`src/rtl/core/lebc_pkg.sv`:
```
`timescale 1ns / 1ps
// ----------------------------------------------------------------------------
// lebc_pkg
// Shared types and constants for the 32-bit LEB128 codec: operation codes,
// result kinds, queue geometry and the queue entry layout.
// ----------------------------------------------------------------------------
package lebc_pkg;

	// operation codes on the input channel
	typedef enum logic [1:0] {
		OP_DEC_U = 2'd0,
		OP_DEC_S = 2'd1,
		OP_ENC   = 2'd2
	} op_t;

	// result kinds on the output channel
	localparam logic KIND_VALUE = 1'b0;
	localparam logic KIND_BYTE  = 1'b1;

	// leb128 framing
	localparam logic [7:0] GROUP_MASK = 8'h7f;
	localparam logic [7:0] CONT_BIT   = 8'h80;
	localparam logic [2:0] MAX_BYTES  = 3'd5;
	localparam logic [2:0] LAST_IDX   = 3'd4;

	// queue between front and back
	localparam int QDEPTH = 2;
	localparam int QPTR_W = $clog2(QDEPTH);
	localparam int QCNT_W = $clog2(QDEPTH + 1);

	// one classified item as it travels from front to back
	typedef struct packed {
		op_t         op;
		logic [7:0]  data_byte;
		logic [31:0] word;
	} entry_t;

endpackage

```
`src/rtl/core/leb128_codec.sv`:
```
`timescale 1ns / 1ps
// ----------------------------------------------------------------------------
// leb128_codec
// 32-bit LEB128 codec: decodes unsigned or signed byte streams into values
// and encodes 32-bit words into 1 to 5 bytes.
// ----------------------------------------------------------------------------
//  channel | handshake             | payload
//  --------+-----------------------+----------------------------------------
//  input   | in_valid / in_ready   | operation, data_byte, word
//  output  | out_valid / out_ready | kind, decoded_value, encoded_byte,
//          |                       | length, last
//
// the back takes decode bytes one at a time; an encode word yields 1 to 5
// bytes from the encode sequencer, which emits one byte per cycle unless the
// output stalls. a two-item queue decouples input acceptance from execution.
// reset clears the queue, decode state, sequencer and output valid at once.
// a stalled output holds the result register; the queue keeps accepting
// until full, and intermediate decode bytes retire even while output stalls.
module leb128_codec import lebc_pkg::*; (
	input  logic        clk,
	input  logic        arst_n,
	input  logic        in_valid,
	output logic        in_ready,
	input  logic [1:0]  operation,
	input  logic [7:0]  data_byte,
	input  logic [31:0] word,
	output logic        out_valid,
	input  logic        out_ready,
	output logic        kind,
	output logic [31:0] decoded_value,
	output logic [7:0]  encoded_byte,
	output logic [2:0]  length,
	output logic        last
);

	logic   q_valid;
	logic   q_pop;
	entry_t q_entry;

	// accept and classify items
	lebc_front u_front (
		.clk       (clk),
		.arst_n    (arst_n),
		.in_valid  (in_valid),
		.in_ready  (in_ready),
		.operation (operation),
		.data_byte (data_byte),
		.word      (word),
		.q_valid   (q_valid),
		.q_entry   (q_entry),
		.q_pop     (q_pop)
	);

	// decode and encode execution
	lebc_back u_back (
		.clk           (clk),
		.arst_n        (arst_n),
		.q_valid       (q_valid),
		.q_entry       (q_entry),
		.q_pop         (q_pop),
		.out_valid     (out_valid),
		.out_ready     (out_ready),
		.kind          (kind),
		.decoded_value (decoded_value),
		.encoded_byte  (encoded_byte),
		.length        (length),
		.last          (last)
	);

endmodule

```
`src/rtl/core/lebc_front.sv`:
```
`timescale 1ns / 1ps
// ----------------------------------------------------------------------------
// lebc_front
// Input side: accepts items, drops the unused operation code and queues the
// rest for the execution side in a small fifo.
// ----------------------------------------------------------------------------
module lebc_front import lebc_pkg::*; (
	input  logic        clk,
	input  logic        arst_n,
	input  logic        in_valid,
	output logic        in_ready,
	input  logic [1:0]  operation,
	input  logic [7:0]  data_byte,
	input  logic [31:0] word,
	output logic        q_valid,
	output entry_t      q_entry,
	input  logic        q_pop
);

	entry_t              mem_q [QDEPTH];
	logic [QPTR_W-1:0]   wr_ptr_q;
	logic [QPTR_W-1:0]   rd_ptr_q;
	logic [QCNT_W-1:0]   count_q;
	logic                accept;
	logic                push;
	logic                pop;
	logic                known_op;

	// classify: only decode and encode codes enter the queue
	assign known_op = (operation == OP_DEC_U) || (operation == OP_DEC_S) ||
		(operation == OP_ENC);

	assign in_ready = (count_q != QCNT_W'(QDEPTH));
	assign accept   = in_valid && in_ready;
	assign push     = accept && known_op;
	assign q_valid  = (count_q != '0);
	assign pop      = q_pop && q_valid;
	assign q_entry  = mem_q[rd_ptr_q];

	// queue storage
	always_ff @(posedge clk) begin
		if (push) begin
			mem_q[wr_ptr_q].op        <= op_t'(operation);
			mem_q[wr_ptr_q].data_byte <= data_byte;
			mem_q[wr_ptr_q].word      <= word;
		end
	end

	// queue pointers and fill count
	always_ff @(posedge clk or negedge arst_n) begin
		if (!arst_n) begin
			wr_ptr_q <= '0;
			rd_ptr_q <= '0;
			count_q  <= '0;
		end else begin
			if (push) begin
				wr_ptr_q <= (wr_ptr_q == QPTR_W'(QDEPTH - 1)) ? '0 : wr_ptr_q + 1'b1;
			end
			if (pop) begin
				rd_ptr_q <= (rd_ptr_q == QPTR_W'(QDEPTH - 1)) ? '0 : rd_ptr_q + 1'b1;
			end
			case ({push, pop})
				2'b10:   count_q <= count_q + 1'b1;
				2'b01:   count_q <= count_q - 1'b1;
				default: count_q <= count_q;
			endcase
		end
	end

endmodule

```
`src/rtl/core/lebc_back.sv`:
```
`timescale 1ns / 1ps
// ----------------------------------------------------------------------------
// lebc_back
// Execution side: builds decoded values byte by byte, splits encode words into
// bytes one per cycle unless output stalls; results sit in an output register.
// ----------------------------------------------------------------------------
module lebc_back import lebc_pkg::*; (
	input  logic        clk,
	input  logic        arst_n,
	input  logic        q_valid,
	input  entry_t      q_entry,
	output logic        q_pop,
	output logic        out_valid,
	input  logic        out_ready,
	output logic        kind,
	output logic [31:0] decoded_value,
	output logic [7:0]  encoded_byte,
	output logic [2:0]  length,
	output logic        last
);

	// decode state
	logic [31:0] acc_q;
	logic [2:0]  seen_q;
	logic        signed_q;
	// encode sequencer
	logic        enc_busy_q;
	logic [31:0] enc_rem_q;
	// output register
	logic        out_valid_q;
	logic        kind_q;
	logic [31:0] value_q;
	logic [7:0]  byte_q;
	logic [2:0]  len_q;
	logic        last_q;

	logic        slot_free;
	logic        is_enc;
	logic        dec_done;
	logic        dec_sgn;
	logic [2:0]  dec_len;
	logic [31:0] dec_part;
	logic [31:0] dec_acc;
	logic [31:0] dec_val;
	logic [31:0] enc_src;
	logic [31:0] enc_rest;
	logic [7:0]  enc_byte;
	logic        enc_emit;
	logic        dec_emit;

	assign slot_free = !out_valid_q || out_ready;
	assign is_enc    = (q_entry.op == OP_ENC);

	// place the byte's group at its position
	always_comb begin
		case (seen_q)
			3'd0:    dec_part = {25'd0, q_entry.data_byte[6:0]};
			3'd1:    dec_part = {18'd0, q_entry.data_byte[6:0], 7'd0};
			3'd2:    dec_part = {11'd0, q_entry.data_byte[6:0], 14'd0};
			3'd3:    dec_part = {4'd0, q_entry.data_byte[6:0], 21'd0};
			default: dec_part = {q_entry.data_byte[3:0], 28'd0};
		endcase
	end

	assign dec_acc  = acc_q | dec_part;
	assign dec_len  = seen_q + 3'd1;
	assign dec_done = (seen_q >= LAST_IDX) || ((q_entry.data_byte & CONT_BIT) == 8'd0);
	assign dec_sgn  = (seen_q == 3'd0) ? (q_entry.op == OP_DEC_S) : signed_q;

	// sign extension from the top group bit for values shorter than five bytes
	always_comb begin
		if (!dec_sgn) begin
			dec_val = dec_acc;
		end else begin
			case (dec_len)
				3'd1:    dec_val = {{25{dec_acc[6]}}, dec_acc[6:0]};
				3'd2:    dec_val = {{18{dec_acc[13]}}, dec_acc[13:0]};
				3'd3:    dec_val = {{11{dec_acc[20]}}, dec_acc[20:0]};
				3'd4:    dec_val = {{4{dec_acc[27]}}, dec_acc[27:0]};
				default: dec_val = dec_acc;
			endcase
		end
	end

	// next encoded byte from the pending word or from a fresh entry
	assign enc_src  = enc_busy_q ? enc_rem_q : q_entry.word;
	assign enc_rest = enc_src >> 7;
	assign enc_byte = (enc_src[7:0] & GROUP_MASK) | ((enc_rest != '0) ? CONT_BIT : 8'd0);

	// the encode sequencer owns the back until its last byte goes out
	assign q_pop    = !enc_busy_q && q_valid && (slot_free || (!is_enc && !dec_done));
	assign enc_emit = slot_free && (enc_busy_q || (q_pop && is_enc));
	assign dec_emit = q_pop && !is_enc && dec_done;

	// decode state and encode sequencer
	always_ff @(posedge clk or negedge arst_n) begin
		if (!arst_n) begin
			acc_q      <= '0;
			seen_q     <= '0;
			signed_q   <= 1'b0;
			enc_busy_q <= 1'b0;
		end else begin
			if (q_pop && !is_enc) begin
				signed_q <= dec_sgn;
				if (dec_done) begin
					acc_q  <= '0;
					seen_q <= '0;
				end else begin
					acc_q  <= dec_acc;
					seen_q <= dec_len;
				end
			end
			if (enc_emit) begin
				enc_busy_q <= (enc_rest != '0);
			end
		end
	end

	always_ff @(posedge clk) begin
		if (enc_emit) begin
			enc_rem_q <= enc_rest;
		end
	end

	// output register valid
	always_ff @(posedge clk or negedge arst_n) begin
		if (!arst_n) begin
			out_valid_q <= 1'b0;
		end else if (enc_emit || dec_emit) begin
			out_valid_q <= 1'b1;
		end else if (out_ready) begin
			out_valid_q <= 1'b0;
		end
	end

	// output register payload
	always_ff @(posedge clk) begin
		if (enc_emit) begin
			kind_q  <= KIND_BYTE;
			value_q <= '0;
			byte_q  <= enc_byte;
			len_q   <= '0;
			last_q  <= (enc_rest == '0);
		end else if (dec_emit) begin
			kind_q  <= KIND_VALUE;
			value_q <= dec_val;
			byte_q  <= '0;
			len_q   <= dec_len;
			last_q  <= 1'b1;
		end
	end

	assign out_valid     = out_valid_q;
	assign kind          = kind_q;
	assign decoded_value = value_q;
	assign encoded_byte  = byte_q;
	assign length        = len_q;
	assign last          = last_q;

endmodule

```
`config.mk`:
```
export PLATFORM = sky130hd
export DESIGN_NAME = leb128_codec
export DESIGN_NICKNAME = d
export VERILOG_FILES = /design/src/rtl/core/lebc_pkg.sv /design/src/rtl/core/leb128_codec.sv /design/src/rtl/core/lebc_front.sv /design/src/rtl/core/lebc_back.sv
export SDC_FILE = /design/constraint.sdc
export NUM_CORES = 1
export LEC_CHECK = 0
export BUFFER_PORTS_ARGS = -buffer_cell sky130_fd_sc_hd__buf_2
export CAP_MARGIN = 5
export CORE_MARGIN = 2
export CORE_UTILIZATION = 41
export CTS_BUF_LIST = sky130_fd_sc_hd__clkbuf_2
export DETAILED_ROUTE_END_ITERATION = 16
export HOLD_SLACK_MARGIN = 0.05
export PLACE_DENSITY = 0.68
export SYNTH_ARGS = -nofsm -noshare
export SYNTH_HDL_FRONTEND = slang
export SYNTH_SLANG_ARGS = --single-unit
```
`constraint.sdc`:
```
create_clock -name clk -period 3.9 [get_ports clk]
set_input_delay 0.78 -clock clk [delete_from_list [all_inputs] [get_ports clk]]
set_output_delay 0.78 -clock clk [all_outputs]
set_load 0.005 [all_outputs]
```
Word-level counts from Yosys, hierarchy flattened --
Memory sizes are Yosys's and may differ from the RTL's. Index checks and enable logic that the tools add are counted.
Word-level totals: register bits 112, RAM bits 84, input bits 46, output and inout port bits 47, word-level logic and storage cells 86, memories 1
Operators by class: add/sub/neg operators 5, magnitude comparators 1, eq/ne operators 14, muxes and demuxes 19, bitwise logic cells 2, reduce and logical (&&, ||, !) cells 30
Memory list:
- u_front.mem_q | depth 2, bits a word 42, rd ports 1, clocked after Yosys merged registers in 0, write ports 1, line lebc_front.sv:20 | entry_t mem_q [QDEPTH];
Operators by type and width (number):
- 32-bit case mux with 4 select lines | 2
- 32-bit two-way mux | 3
- 32-bit zero test | 1
- 32-bit OR | 1
- 32-bit nonzero test | 1
- 8-bit two-way mux | 3
- 3-bit by 2-bit equality test with 1-bit output, second input constant | 4
- 1-bit logical AND | 10
- 1-bit two-way mux | 9
- 8-bit zero test | 1
- 7-bit by 8-bit OR with 8-bit output | 1
- 2-bit nonzero test | 4
- 1-bit logical OR | 7
- 2-bit by 1-bit equality test with 1-bit output, second input constant | 3
- 2-bit equality test, second input constant | 3
- 3-bit by 1-bit equality test with 1-bit output, second input constant | 2
- 1-bit zero test | 4
- 2-bit case mux with 2 select lines | 1
- 3-bit by 1-bit adder with 3-bit output, second input constant | 1
- 3-bit equality test, second input constant | 1
- 3-bit >= comparator, second input constant | 1
- 3-bit zero test | 1
- 3-bit two-way mux | 1
- 1-bit adder, second input constant | 2
- other kinds (4) | 4

Depth between registers and ports, before layout --
An unclocked memory read counts as a cell.
depth after elaboration 12, depth in mapped cells 10, mapped depth without buffers 8

Modules after synthesis --
A second synthesis with hierarchy kept.
Second synthesis, totals: cells, all modules 593, area, all modules 8129.0 um^2
Modules (own cells, without submodules):
- lebc_back | instances 1, cells each 443, area an instance 4870.9 um^2, sequential area each 2692.6 um^2
- lebc_front | instances 1, cells each 150, area an instance 3258.1 um^2, sequential area each 2622.5 um^2

Least setup slack after synthesis --
No wires, ideal clock.
path kind input-to-reg, from input port operation[0], to memory u_front.mem_q[0][0] (netlist name), enable pin, setup time 0.442 ns, arrival time 2.772 ns, data required time 3.458 ns, slack 0.687 ns, stages on the path 3, path buffers 0, path through nand2_1 -> nand3_1 -> nor2_1
Between the ends: longest elaborated chain between the ends 6, elaborated cells on any way between the ends 8, those cells by class eq/ne: 2; mux: 2; reduce/logical: 4
RTL lines:
- from (decl) | line leb128_codec.sv:24 | input logic [1:0] operation,
- 2-bit by 1-bit equality test with 1-bit output or 2-bit zero test (tied branches) | line lebc_front.sv:30 | assign known_op = (operation == OP_DEC_U) || (operation == OP_DEC_S) ||
- 1-bit logical OR | line lebc_front.sv:30
- 1-bit logical OR * | line lebc_front.sv:30
- 1-bit logical AND * | line lebc_front.sv:35 | assign push = accept && known_op;
- 1-bit two-way mux * | line lebc_front.sv:42 | if (push) begin
- 1-bit two-way mux (implied by the code) * | line lebc_front.sv:45 | mem_q[wr_ptr_q].word <= word;
- to (decl) | line lebc_front.sv:20
Mark *: on every way between the ends. The rest lies on a longest branch, timed or not.

Final worst setup path --
from register u_back.enc_busy_q, to register u_back.value_q[25], in the netlist u_back.decoded_value[25]
Between the ends: longest elaborated chain between the ends 6, elaborated cells on any way between the ends 8, those cells by class reduce/logical: 8
RTL lines:
- from (decl) | line lebc_back.sv:27 | logic enc_busy_q;
- from (signal assigned) | line lebc_back.sv:114 | enc_busy_q <= (enc_rest != '0);
- 1-bit zero test | line lebc_back.sv:91 | assign q_pop = !enc_busy_q && q_valid && (slot_free || (!is_enc && !dec_done));
- 1-bit logical AND (2 in a row) | line lebc_back.sv:91
- 1-bit logical AND | line lebc_back.sv:92 | assign enc_emit = slot_free && (enc_busy_q || (q_pop && is_enc));
- 1-bit logical OR | line lebc_back.sv:92
- 1-bit logical AND | line lebc_back.sv:92
- to (signal assigned) | line lebc_back.sv:146 | value_q <= dec_val;
- to (decl) | line lebc_back.sv:32 | logic [31:0] value_q;
Parallel ways exist; a longest one is shown, timed or not. A chain may end at the register's enable or synchronous reset.

==> results.py <==
metrics = {
    "run_status": {
        "status": "completed",
    },
    "global_route": {
        "antenna_violations_before_repair": 2,
        "grt_usage_pct": 16.1,
        "grt_max_degree": 43,
        "first_pass_grt_wire_length_um": 25000,
        "overflow": 0,
        "grt_pass1_vias": 4765,
    },
    "setup_path": {
        "end_kind": "flip-flop",
        "worst_r2r_path_depth": 4,
        "worstSetupPathType": "reg2reg",
        "slowest_stage": "sky130_fd_sc_hd__dfrtp_1",
        "worst_setup_path_endpoint": "u_back.decoded_value[25]",
        "timing.reg2reg.setup_slack_ps": 1250,
        "crit_path_cell_trace": "nor4_4 -> nand3_1 -> a41o_1 -> o221a_2",
        "worstReg2RegStart": "u_back.enc_busy_q",
        "r2r_end": "u_back.decoded_value[25]",
        "critPathMaxFanout": 31,
        "worstSetupStartpointType": "flip-flop",
        "data_required_time_of_the_critical_path_ps": 4570,
        "cpPeakStageDelay_ps": 770,
        "worst-endpoint-arrival_ps": 3330,
        "critPathLaunch": "u_back.enc_busy_q",
    },
    "cts": {
        "cts_hold_repair.buffers": 0,
        "cts_post_setup_buffers_inserted": 0,
        "htree_num_levels": 4,
        "cts.repair.resized": 0,
        "cts_root_buf": "sky130_fd_sc_hd__clkbuf_2",
        "clock_sink_count": 196,
        "clk_transition_reported_paths_ps": 250,
        "number_of_buffers_on_the_longest_clock_path": 2,
        "cts_inserted_buffers": 17,
        "clock_insertion_delay_worst_skew_ps": 740,
        "tritoncts": "yes",
    },
    "sta": {
        "worstMarginPinSlew_ps": 1020,
        "timing.clock.skew_ps": 21.9,
        "setup-violations-final": 0,
        "max_clock_freq_ghz": 0.377,
        "finalCriticalPeriod_ps": 2650,
        "drv_slew": 0,
        "setup-tns-final_ps": 0,
        "worst_slew_margin_rel_pct": 32.2,
        "worst_slack_ps": 1250,
        "timing.final.hold_violations": 0,
        "final.period_utilization_pct": 68.1,
        "grt_setup_unrepaired": "false",
    },
    "synthesis": {
        "async_flop_share_pct": 21.4,
        "synthesis.area_um2": 7970,
        "synth_seq_cells": 196,
        "yosysWarnings": 0,
        "synth.distinct_cells": 58,
        "post_synthesis_cell_count": 620,
        "synth_fp_nets": 673,
        "yosys_most_used_dff": "sky130_fd_sc_hd__edfxtp_1",
        "synth_sequential_area_ratio_pct": 66.7,
        "syn-mean-instance-area_um2": 12.9,
        "synth_edf_count": 118,
    },
    "cells_and_area": {
        "drive_above_1_share_pct": 22.4,
        "fin_util_pct": 46.5,
        "num-nets-final": 759,
        "synthToLayoutAreaGrowth_pct": 12.4,
    },
    "route": {
        "route.vias.total": 5057,
        "drt_pass1_iterations": 5,
        "remaining_antenna_violation_count": 0,
        "route.detailed.wl_per_inst_um": 16.1,
        "remaining_routing_drc_violations": 0,
        "route.detailed.vias_per_inst": 5.12,
        "routed_wl_um": 15900,
        "drt_iter0_markers": 417,
    },
    "placed_design": {
        "dp.final_hpwl_um": 10600,
        "finalWeightedCongestion": 0.825,
        "port_buffers": 92,
        "place_worst_setup_slack_ps": 1280,
    },
    "pwr": {
        "worst_ir_drop_vdd_v": 0.000309,
        "power.leakage_nw": 3.66,
        "total_power_density_per_cell_area_nw_per_um2": 755,
    },
    "die": {
        "die-width_um": 143,
        "io-pin-count": 93,
        "die_h_um": 143,
        "die_area_um2": 20600,
        "start_util_pct": 41.4,
        "core-area_um2": 19300,
        "std_cell_rows": 51,
    },
    "hold_path": {
        "hp-class": "in2async",
    },
    "flow_run": {
        "max_cap_viol_count": 0,
    },
}
-- cells in the final DEF, fill, tap and decap left out, types with 2 or more instances in the layout --
master / instances
sky130_fd_sc_hd__nor4_2: 2
sky130_fd_sc_hd__edfxtp_1: 118
sky130_fd_sc_hd__xor2_1: 2
sky130_fd_sc_hd__mux2_1: 2
sky130_fd_sc_hd__a21o_1: 14
sky130_fd_sc_hd__o21a_1: 3
sky130_fd_sc_hd__buf_2: 92
sky130_fd_sc_hd__buf_4: 12
sky130_fd_sc_hd__dfxtp_1: 36
sky130_fd_sc_hd__dfrtp_1: 41
sky130_fd_sc_hd__and4_1: 2
sky130_fd_sc_hd__mux2_2: 6
sky130_fd_sc_hd__a21boi_0: 4
sky130_fd_sc_hd__clkinv_4: 4
sky130_fd_sc_hd__diode_2: 3
sky130_fd_sc_hd__nor2_1: 74
sky130_fd_sc_hd__nor2b_1: 3
sky130_fd_sc_hd__nand3_1: 5
sky130_fd_sc_hd__nand4_1: 2
sky130_fd_sc_hd__clkinv_2: 2
sky130_fd_sc_hd__nand2_1: 40
sky130_fd_sc_hd__xnor2_1: 3
sky130_fd_sc_hd__o221a_2: 4
sky130_fd_sc_hd__a21oi_1: 40
sky130_fd_sc_hd__o21ai_0: 32
sky130_fd_sc_hd__mux2i_1: 33
sky130_fd_sc_hd__nor2_4: 2
sky130_fd_sc_hd__inv_1: 10
sky130_fd_sc_hd__bufinv_16: 4
sky130_fd_sc_hd__nor4_1: 5
sky130_fd_sc_hd__nand3_4: 2
sky130_fd_sc_hd__a211oi_1: 11
sky130_fd_sc_hd__inv_6: 2
sky130_fd_sc_hd__nand2b_1: 4
sky130_fd_sc_hd__and2_1: 2
sky130_fd_sc_hd__a31oi_1: 27
sky130_fd_sc_hd__o221a_1: 8
sky130_fd_sc_hd__ha_1: 7
sky130_fd_sc_hd__clkbuf_2: 17
sky130_fd_sc_hd__nor3_1: 14
-- flip-flops by register name, summed over array words and instances (netlist names), 2 cells and up --
| register | count |
|---|---|
| u_front.mem_q | 84 |
| u_back.acc_q | 32 |
| u_back.decoded_value | 32 |
| u_back.enc_rem_q | 25 |
| u_back.encoded_byte | 8 |
| u_back.length | 3 |
| u_back.seen_q | 3 |
| u_front.count_q | 2 |
-- layout make-up --
cell class / instances / area (um2)
diodes: 3 / 7.51
clock buffers: 17 / 85.1
clock inverters: 15 / 205
fillers: 1778 / 10300
inverters: 10 / 37.5
multi-input cells: 376 / 2400
flip-flops and latches: 196 / 5320
well taps: 265 / 332
repair buffers: 105 / 571
-- report_power, final --
part           switching, mW  leakage, nW  internal, mW  total (mW)
combinational           1.55         1.53         0.918        2.47
sequential             0.285         1.95          2.90        3.19
clock                  0.674        0.168         0.431        1.11
-- worst max-delay path: cells and delay by family, from the launching register on --
family | cells | cell delay, ps
flops | 1 | 770
simple gates | 2 | 1000
compound gates | 2 | 830
-- cells by family after synthesis --
logic type                 Yosys count  synth area share, %
muxes                               42                 5.46
buffers and inverters               48                 3.42
DFF                                196                 66.7
xor gates and xnor gates             5                0.549
AOI/OAI and AO/OA                  155                 12.8
and+or+nand+nor                    167                 10.0
adders and majority gates            7                 1.10
-- Yosys cell counts, drive strengths merged, types with 10 or more instances --
master | count | share of area, %
edfxtp | 118 | 44
nor2 | 76 | 3.6
dfrtp | 42 | 13
a21oi | 40 | 2.5
nand2 | 40 | 1.9
dfxtp | 36 | 9.0
mux2i | 33 | 4.1
o21ai | 33 | 2.1
buf | 29 | 2.5
a31oi | 27 | 2.1
a21o | 14 | 1.3
nor3 | 14 | 0.88
o221a | 12 | 1.7
a211oi | 11 | 1.0
inv | 10 | 0.47
-- per-layer routing --
layer	share of wire [%]	GRT usage, %
met1	47	22.2
met2	46	24.4
met3	6.4	5.10
met4	1.0	5.37
met5	0	0
-- metrics by stage --
step | instances | area [um2] | hold slack [ps] | power [mW]
finish | 987 | 8960 | 169 | 6.76
global route | 985 | 8950 | 74.6 | 7.25
CTS | 984 | 8950 | 100 | 6.82
detailed placement | 952 | 8660 | 434 | 5.71
global placement | 952 | 8660 | 440 | 5.67
floorplan | 620 | 7970 | 439 | 5.03
-- how the worst min path moves through the flow --
stage	cells after the start	slack (ps)	startpoint	to
2_1_floorplan	2	440	u_back.kind	u_back.kind
3_3_place_gp	2	440	u_back.length[1]	u_back.length[1]
3_5_place_dp	2	430	u_back.kind	u_back.kind
4_1_cts	1	100	word[0]	u_front.mem_q[0][0]
5_1_grt	1	70	word[28]	u_front.mem_q[0][28]
6_report	1	170	arst_n	u_back.acc_q[29]
No activity file was read; power rests on OpenSTA's default activity.
